[src/rtl/core/mmpp_pkg.sv]
// Package of the min/max peak pyramid: sizes, field types and the structs
// that travel along the row of level cells. No dependencies.
package mmpp_pkg;

  localparam int unsigned LEVELS        = 16;
  localparam int unsigned SAMPLE_WIDTH  = 16;
  localparam int unsigned COUNTER_WIDTH = 32;
  localparam int unsigned LEVEL_WIDTH   = 5;
  localparam int unsigned INDEX_WIDTH   = 31;

  typedef logic signed [SAMPLE_WIDTH-1:0] sample_t;
  typedef logic [COUNTER_WIDTH-1:0]       count_t;
  typedef logic [LEVEL_WIDTH-1:0]         level_t;
  typedef logic [INDEX_WIDTH-1:0]         index_t;

  // One reported block as held by a cell.
  typedef struct packed {
    level_t  level;
    logic    done;
    index_t  index;
    sample_t lo;
    sample_t hi;
  } rep_t;

  // Selection chain passed from cell to cell, lowest level first.
  typedef struct packed {
    logic found;
    logic more;
    rep_t data;
  } sel_t;

endpackage

[src/rtl/core/mmpp_if.sv]
// Request channel interfaces of the min/max peak pyramid.
// Depends on mmpp_pkg.
interface mmpp_in_if;
  logic                 valid;
  logic                 ready;
  mmpp_pkg::sample_t    sample;
  logic                 last_sample;

  modport source (output valid, output sample, output last_sample, input ready);
  modport sink   (input valid, input sample, input last_sample, output ready);
endinterface

interface mmpp_out_if;
  logic                 valid;
  logic                 ready;
  mmpp_pkg::level_t     level;
  mmpp_pkg::index_t     block_index;
  mmpp_pkg::sample_t    block_min;
  mmpp_pkg::sample_t    block_max;
  logic                 last_of_run;

  modport source (output valid, output level, output block_index, output block_min,
                  output block_max, output last_of_run, input ready);
  modport sink   (input valid, input level, input block_index, input block_min,
                  input block_max, input last_of_run, output ready);
endinterface

[src/rtl/core/mmpp_cell.sv]
// One level cell: running minimum and maximum of the current block, its
// pending and report flags, and its stage of the selection chain. Uses mmpp_pkg.
module mmpp_cell (
  input  logic              clk_i,
  input  logic              rst_ni,
  input  logic              en_i,
  input  mmpp_pkg::sample_t sample_i,
  input  logic              last_i,
  input  logic              done_i,
  input  logic              big_i,
  input  mmpp_pkg::level_t  level_i,
  input  mmpp_pkg::index_t  index_i,
  input  logic              emit_i,
  input  mmpp_pkg::sel_t    chain_i,
  output mmpp_pkg::sel_t    chain_o
);

  mmpp_pkg::sample_t min_q, max_q, min_d, max_d;
  logic              pend_q, rep_q, done_q;
  logic              take, pop;
  mmpp_pkg::rep_t    mine;

  always_comb begin
    min_d = (!pend_q || (sample_i < min_q)) ? sample_i : min_q;
    max_d = (!pend_q || (sample_i > max_q)) ? sample_i : max_q;
    take  = rep_q & ~chain_i.found;
    pop   = take & emit_i;
    mine.level = level_i;
    mine.done  = done_q;
    mine.index = index_i;
    mine.lo    = min_q;
    mine.hi    = max_q;
    chain_o.found = chain_i.found | rep_q;
    chain_o.more  = chain_i.more | (chain_i.found & rep_q);
    chain_o.data  = take ? mine : chain_i.data;
  end

  always_ff @(posedge clk_i or negedge rst_ni) begin
    if (!rst_ni) begin
      pend_q <= 1'b0;
      rep_q  <= 1'b0;
    end else if (en_i) begin
      pend_q <= ~last_i & ~done_i;
      rep_q  <= done_i | (last_i & big_i);
    end else if (pop) begin
      rep_q  <= 1'b0;
    end
  end

  always_ff @(posedge clk_i) begin
    if (en_i) begin
      min_q  <= min_d;
      max_q  <= max_d;
      done_q <= done_i;
    end
  end

endmodule

[src/rtl/core/min_max_peak_pyramid.sv]
// Top level of the min/max peak pyramid: sample counter, row of level cells
// and output register. Uses mmpp_pkg, mmpp_if and mmpp_cell.
//
// Each request on in_i carries one signed sample and a flag for the last
// sample of a stream. For every level L the block tracks the minimum and
// maximum over blocks of 2^L samples and sends one request on out_o per
// completed block, lowest level first; the last sample of a stream also
// flushes the partial blocks of every level whose size fits the stream.
// last_of_run marks the final result caused by one input.
// When a sample is taken, all cells fold it in. Its n results then leave the
// cell row one per cycle while the receiver does not stall, through a
// priority chain into the output register; each result waits in its cell,
// marked by the report flag, until it is registered. The next sample is
// accepted once every result of the previous one has reached the output
// register. If the receiver stalls, the output register holds its result and
// the remaining results wait in the cells. Reset clears the counter, the
// pending and report flags of all cells and the output valid flag.
module min_max_peak_pyramid (
  input logic       clk_i,
  input logic       rst_ni,
  mmpp_in_if.sink   in_i,
  mmpp_out_if.source out_o
);

  localparam int unsigned CW = mmpp_pkg::COUNTER_WIDTH;

  mmpp_pkg::count_t cnt_q, cnt_d, snap_q, cnt_nx;
  logic             advance, accept, emit;
  logic             out_valid_q;
  mmpp_pkg::rep_t   out_q, out_d;
  logic             out_last_q;
  mmpp_pkg::sel_t   chain [mmpp_pkg::LEVELS+1];
  mmpp_pkg::sel_t   top_sel;

  assign advance   = (cnt_q != '1);
  assign cnt_nx    = advance ? (cnt_q + CW'(1)) : cnt_q;
  assign accept    = in_i.valid & in_i.ready;
  assign top_sel   = chain[mmpp_pkg::LEVELS];
  assign in_i.ready = ~top_sel.found;
  assign emit      = top_sel.found & (~out_valid_q | out_o.ready);
  assign cnt_d     = in_i.last_sample ? '0 : cnt_nx;
  assign chain[0]  = '0;

  for (genvar i = 0; i < mmpp_pkg::LEVELS; i++) begin : g_level
    logic             low_zero, big;
    mmpp_pkg::index_t idx;

    if (i + 1 < CW) begin : g_fit
      assign low_zero = (cnt_nx[i:0] == '0);
      assign big      = |cnt_nx[CW-1:i+1];
      assign idx      = mmpp_pkg::INDEX_WIDTH'(snap_q >> (i + 1));
    end else begin : g_over
      assign low_zero = (cnt_nx == '0);
      assign big      = 1'b0;
      assign idx      = '0;
    end

    mmpp_cell u_cell (
      .clk_i    (clk_i),
      .rst_ni   (rst_ni),
      .en_i     (accept),
      .sample_i (in_i.sample),
      .last_i   (in_i.last_sample),
      .done_i   (advance & low_zero),
      .big_i    (big),
      .level_i  (mmpp_pkg::LEVEL_WIDTH'(i + 1)),
      .index_i  (idx),
      .emit_i   (emit),
      .chain_i  (chain[i]),
      .chain_o  (chain[i+1])
    );
  end

  always_comb begin
    out_d = top_sel.data;
    if (top_sel.data.done) begin
      out_d.index = top_sel.data.index - mmpp_pkg::INDEX_WIDTH'(1);
    end
  end

  always_ff @(posedge clk_i or negedge rst_ni) begin
    if (!rst_ni) begin
      cnt_q       <= '0;
      out_valid_q <= 1'b0;
    end else begin
      if (accept) begin
        cnt_q <= cnt_d;
      end
      if (emit) begin
        out_valid_q <= 1'b1;
      end else if (out_o.ready) begin
        out_valid_q <= 1'b0;
      end
    end
  end

  always_ff @(posedge clk_i) begin
    if (accept) begin
      snap_q <= cnt_nx;
    end
    if (emit) begin
      out_q      <= out_d;
      out_last_q <= ~top_sel.more;
    end
  end

  assign out_o.valid       = out_valid_q;
  assign out_o.level       = out_q.level;
  assign out_o.block_index = out_q.index;
  assign out_o.block_min   = out_q.lo;
  assign out_o.block_max   = out_q.hi;
  assign out_o.last_of_run = out_last_q;

endmodule

[src/flat_wrapper.sv]
// flat-port wrapper written by rule: the top's interface ports become plain ports
module min_max_peak_pyramid_flat 
  (clk_i, rst_ni, in_i_valid, in_i_sample, in_i_last_sample, in_i_ready, out_o_valid, out_o_level, out_o_block_index, out_o_block_min, out_o_block_max, out_o_last_of_run, out_o_ready);
  mmpp_in_if in_i_i ();
  mmpp_out_if out_o_i ();
  input logic clk_i;
  input logic rst_ni;
  input wire logic [$bits(in_i_i.valid)-1:0] in_i_valid;
  input wire logic [$bits(in_i_i.sample)-1:0] in_i_sample;
  input wire logic [$bits(in_i_i.last_sample)-1:0] in_i_last_sample;
  output wire logic [$bits(in_i_i.ready)-1:0] in_i_ready;
  output wire logic [$bits(out_o_i.valid)-1:0] out_o_valid;
  output wire logic [$bits(out_o_i.level)-1:0] out_o_level;
  output wire logic [$bits(out_o_i.block_index)-1:0] out_o_block_index;
  output wire logic [$bits(out_o_i.block_min)-1:0] out_o_block_min;
  output wire logic [$bits(out_o_i.block_max)-1:0] out_o_block_max;
  output wire logic [$bits(out_o_i.last_of_run)-1:0] out_o_last_of_run;
  input wire logic [$bits(out_o_i.ready)-1:0] out_o_ready;
  assign in_i_i.valid = in_i_valid;
  assign in_i_i.sample = in_i_sample;
  assign in_i_i.last_sample = in_i_last_sample;
  assign in_i_ready = in_i_i.ready;
  assign out_o_valid = out_o_i.valid;
  assign out_o_level = out_o_i.level;
  assign out_o_block_index = out_o_i.block_index;
  assign out_o_block_min = out_o_i.block_min;
  assign out_o_block_max = out_o_i.block_max;
  assign out_o_last_of_run = out_o_i.last_of_run;
  assign out_o_i.ready = out_o_ready;
  min_max_peak_pyramid u_core (.clk_i(clk_i), .rst_ni(rst_ni), .in_i(in_i_i), .out_o(out_o_i));
endmodule
[config.mk]
export PLATFORM = sky130hd
export DESIGN_NAME = min_max_peak_pyramid_flat
export DESIGN_NICKNAME = d
export VERILOG_FILES = /design/src/rtl/core/mmpp_pkg.sv /design/src/rtl/core/mmpp_if.sv /design/src/rtl/core/mmpp_cell.sv /design/src/rtl/core/min_max_peak_pyramid.sv /design/src/flat_wrapper.sv
export SDC_FILE = /design/constraint.sdc
export NUM_CORES = 2
export LEC_CHECK = 0
export ABC_AREA = 1
export BUFFER_PORTS_ARGS = -buffer_cell sky130_fd_sc_hd__clkbuf_2
export CELL_PAD_IN_SITES_DETAIL_PLACEMENT = 0
export CELL_PAD_IN_SITES_GLOBAL_PLACEMENT = 1
export CORE_ASPECT_RATIO = 1.4
export CORE_MARGIN = 2
export CORE_UTILIZATION = 30
export CTS_CLUSTER_SIZE = 16
export DETAILED_ROUTE_END_ITERATION = 8
export PLACE_DENSITY = 0.61
export SYNTH_ARGS = -nofsm -noshare
export SYNTH_HDL_FRONTEND = slang
export SYNTH_SLANG_ARGS = --single-unit
export TNS_END_PERCENT = 10
[constraint.sdc]
create_clock -name clk_i -period 10.45 [get_ports clk_i]
set_input_delay 1.5675 -clock clk_i [delete_from_list [all_inputs] [get_ports clk_i]]
set_output_delay 1.5675 -clock clk_i [all_outputs]
set_load 0.02 [all_outputs]
==> results.yml <==
routing:
  wl_um: 141500
  drtPass1Iterations: 6
  remaining_drc_errors: 0
  drt.antenna.violating_nets: 0
  drt-initial-drc-count: 2162
  via_per_inst: 4.984
  wire_per_inst_um: 20.73
  vias: 34020
clocking:
  clkLatencyLatePin_ns: 0.69
  cts_root_buffer: "clkbuf_16"
  postCtsSetupBuffers: 0
  clk_pin_slew_ns: 0.06
  cts_tree: "built"
  htreeDepth: 3
  ctsResizeCount: 0
  clkSinkCount: 693
  cts.path.max_buffers: 3
  cts_hold_buf: 0
  numCtsBuffers: 75
timing:
  skew_ns: 0.03242
  fmax_mhz: 172.2
  grt_setup_unrepaired: "false"
  fin_crit_ns: 5.807
  finalCritPeriodShare_pct: 55.57
  worstMarginPinSlew_ns: 1.115
  max_slew_margin_pct: 23.77
  finalMaxSlewViolations: 0
  hold_viol_final: 0
  fin_setup_tns_ns: 0
  finalSetupViolations: 0
  setup_slack_ns: 4.643
logic_synthesis:
  seq_area_frac_synth_pct: 47.28
  netlist.top_cell.by_area: "edfxtp_1"
  ys_warn_count: 0
  ys_ff_latch: 693
  synth_area_leaders: "edfxtp_1, ha_1, inv_1, nand2_1, a21oi_1"
  synth_edf_count: 628
  syn-cell-area_mm2: 0.04333
  synth_common_cells: "inv_1, nand2_1, edfxtp_1, ha_1, nor2_1"
  yosys_most_used_dff: "edfxtp_1"
  synth_cells: 4720
  synth_most_common_cell: "inv_1"
  synthDistinctLibCells: 55
  avgSynthCellArea_um2: 9.179
  synth_fp_nets: 5240
  synth_top_area_share_pct: 43.53
  synth-async-reset-ratio_pct: 9.380
placement:
  dpl.hpwl_um: 103900
  portBuffers: 91
  dp_slack_ns: 5.058
  routabilityCongestion: 0.8511
global_route:
  track_usage_pct: 18.96
  grt_pass1_vias: 34180
  gr-total-overflow: 0
  antenna_found_initial: 2
  grt_pass1_wl_um: 213400
  grt_max_degree: 82
setup_path:
  crit_arrival_ns: 4.24
  cp_data_required_time_ns: 8.88
  worst_setup_path_start_kind: "register"
  critPathMaxFanout: 19
  critPathCaptureType: "primary output"
  setup.worst_path.class: "register to primary output"
cells_and_area:
  area_growth_pct: 12.74
  drive_above_1_share_pct: 7.137
  nNetsFinal: 5363
floorplanning:
  fp.dieW_um: 325.2
  rows: 165
  pin_count: 92
  start_util_pct: 30.11
  die-height_um: 453.7
  core-area_mm2: 0.1439
  die_area_mm2: 0.1475
pwr:
  p_per_area_mw_per_mm2: 299.5
  peakVddDrop_mv: 0.1775
  p_leak_nw: 21.51
run_status:
  status: "complete, no violations"
min_path:
  hp-class: "register to register"
job:
  maxCapViolations: 0
[critical path: stages, from the launching register on]
cell      delay [ns]
dfrtp_1         0.53
inv_1           0.43
nand4_4         0.23
nor2_4          0.39
nand4_4         0.20
nor2_4          0.41
nand4_4         0.24
nor2_8          0.34
nand2_1         0.11
nor2_2          0.32
clkbuf_2        0.32
[sequential cells by signal, summed over array words and instances, names as in the netlist, 16 cells and up]
signal / count
u_core.g_level.u_cell.max_q: 256
u_core.g_level.u_cell.min_q: 256
u_core.cnt_q: 32
u_core.out_o.block_index: 31
u_core.snap_q: 31
u_core.g_level.u_cell.done_q: 16
u_core.g_level.u_cell.pend_q: 16
u_core.g_level.u_cell.rep_q: 16
u_core.out_o.block_max: 16
u_core.out_o.block_min: 16
[report_power, final]
| group | total (W) | internal [W] | switching, W |
|---|---|---|---|
| Combinational | 0.00769 | 0.00214 | 0.00555 |
| Sequential | 0.00420 | 0.00386 | 0.000344 |
| Clock | 0.00273 | 0.00154 | 0.00120 |
[per-stage QoR]
| stage | cells | total power [W] | hold slack [ns] | cell area [um2] | utilization [%] |
|---|---|---|---|---|---|
| final | 6825 | 0.01463 | 0.5706 | 48850 | 33.95 |
| after global routing | 6825 | 0.01569 | 0.6081 | 48850 | 33.95 |
| after CTS | 6824 | 0.01477 | 0.5732 | 48840 | 33.94 |
| after detailed placement | 6686 | 0.01199 | 0.5586 | 46380 | 32.23 |
| after global placement | 6686 | 0.01196 | 0.5458 | 46380 | 32.23 |
| after floorplan | 4720 | 0.008993 | 0.4712 | 43330 | - |
[per-layer routing]
| layer | vias up | wire [um] | track usage [%] | share of wire (%) |
|---|---|---|---|---|
| li1 | 16700 | - | - | - |
| met1 | 16430 | 60030 | 23.04 | 42 |
| met2 | 689 | 72570 | 34.82 | 51 |
| met3 | 195 | 4725 | 1.908 | 3.3 |
| met4 | 2 | 4178 | 6.286 | 3.0 |
| met5 | - | 13 | 0 | 0.0092 |
[worst paths after layout]
check                                          startpoint  slack, ns  depth (start not counted)                                to
setup / recovery           u_core.g_level[2].u_cell.rep_q       4.64                         10                        in_i_ready
hold / removal                           u_core.cnt_q[11]       0.57                          2                  u_core.cnt_q[11]
setup reg to reg           u_core.g_level[2].u_cell.rep_q       5.02                         14                  u_core.cnt_q[28]
hold reg to reg                          u_core.cnt_q[11]       0.57                          2                  u_core.cnt_q[11]
max in group asynchronous                          rst_ni       8.81                          1  u_core.g_level[14].u_cell.pend_q
min in group asynchronous                          rst_ni       1.01                          1                  u_core.cnt_q[31]
[placed cells by master (no fill, tap or decap), drive strengths merged, types with 10 or more instances in the layout]
cell / n
clkbuf: 164
a22oi: 20
o22ai: 105
dfrtp: 65
ha: 499
a211oi: 16
a21oi: 330
o221ai: 22
nand2: 762
nand3b: 10
a21o: 11
a21boi: 10
nor4: 25
buf: 112
o31ai: 10
clkinv: 43
nor3: 58
xnor2: 17
o2111ai: 48
o21a: 14
o21ai: 184
edfxtp: 628
xor2: 42
o211ai: 45
nand4: 96
a2111oi: 27
a221oi: 14
nand3: 242
nor2: 442
inv: 784
[area by class of cell]
type,instances,area [um2]
fill,14800,95050
sequential,693,20480
multi-input combinational,3098,19350
inverter,788,2959
tap,1920,2402
clock buffer,89,1971
timing repair buffer,187,1184
clock inverter,49,494.2
antenna,1,2.502
[cells by family (layout without fill, tap and decap cells)]
group | Yosys count | after routing | synth area share [%]
AND/OR/NAND/NOR | 1651 | 1651 | 16.47
flip-flops | 693 | 693 | 47.28
other | 0 | 1 | 0
XOR/XNOR | 59 | 59 | 1.193
AO/OA/AOI/OAI | 889 | 889 | 12.48
adder cells (fa/ha/maj) | 499 | 499 | 14.41
buffers and inverters | 929 | 1113 | 8.164
Note: power is estimated with default switching activity, not from simulation.
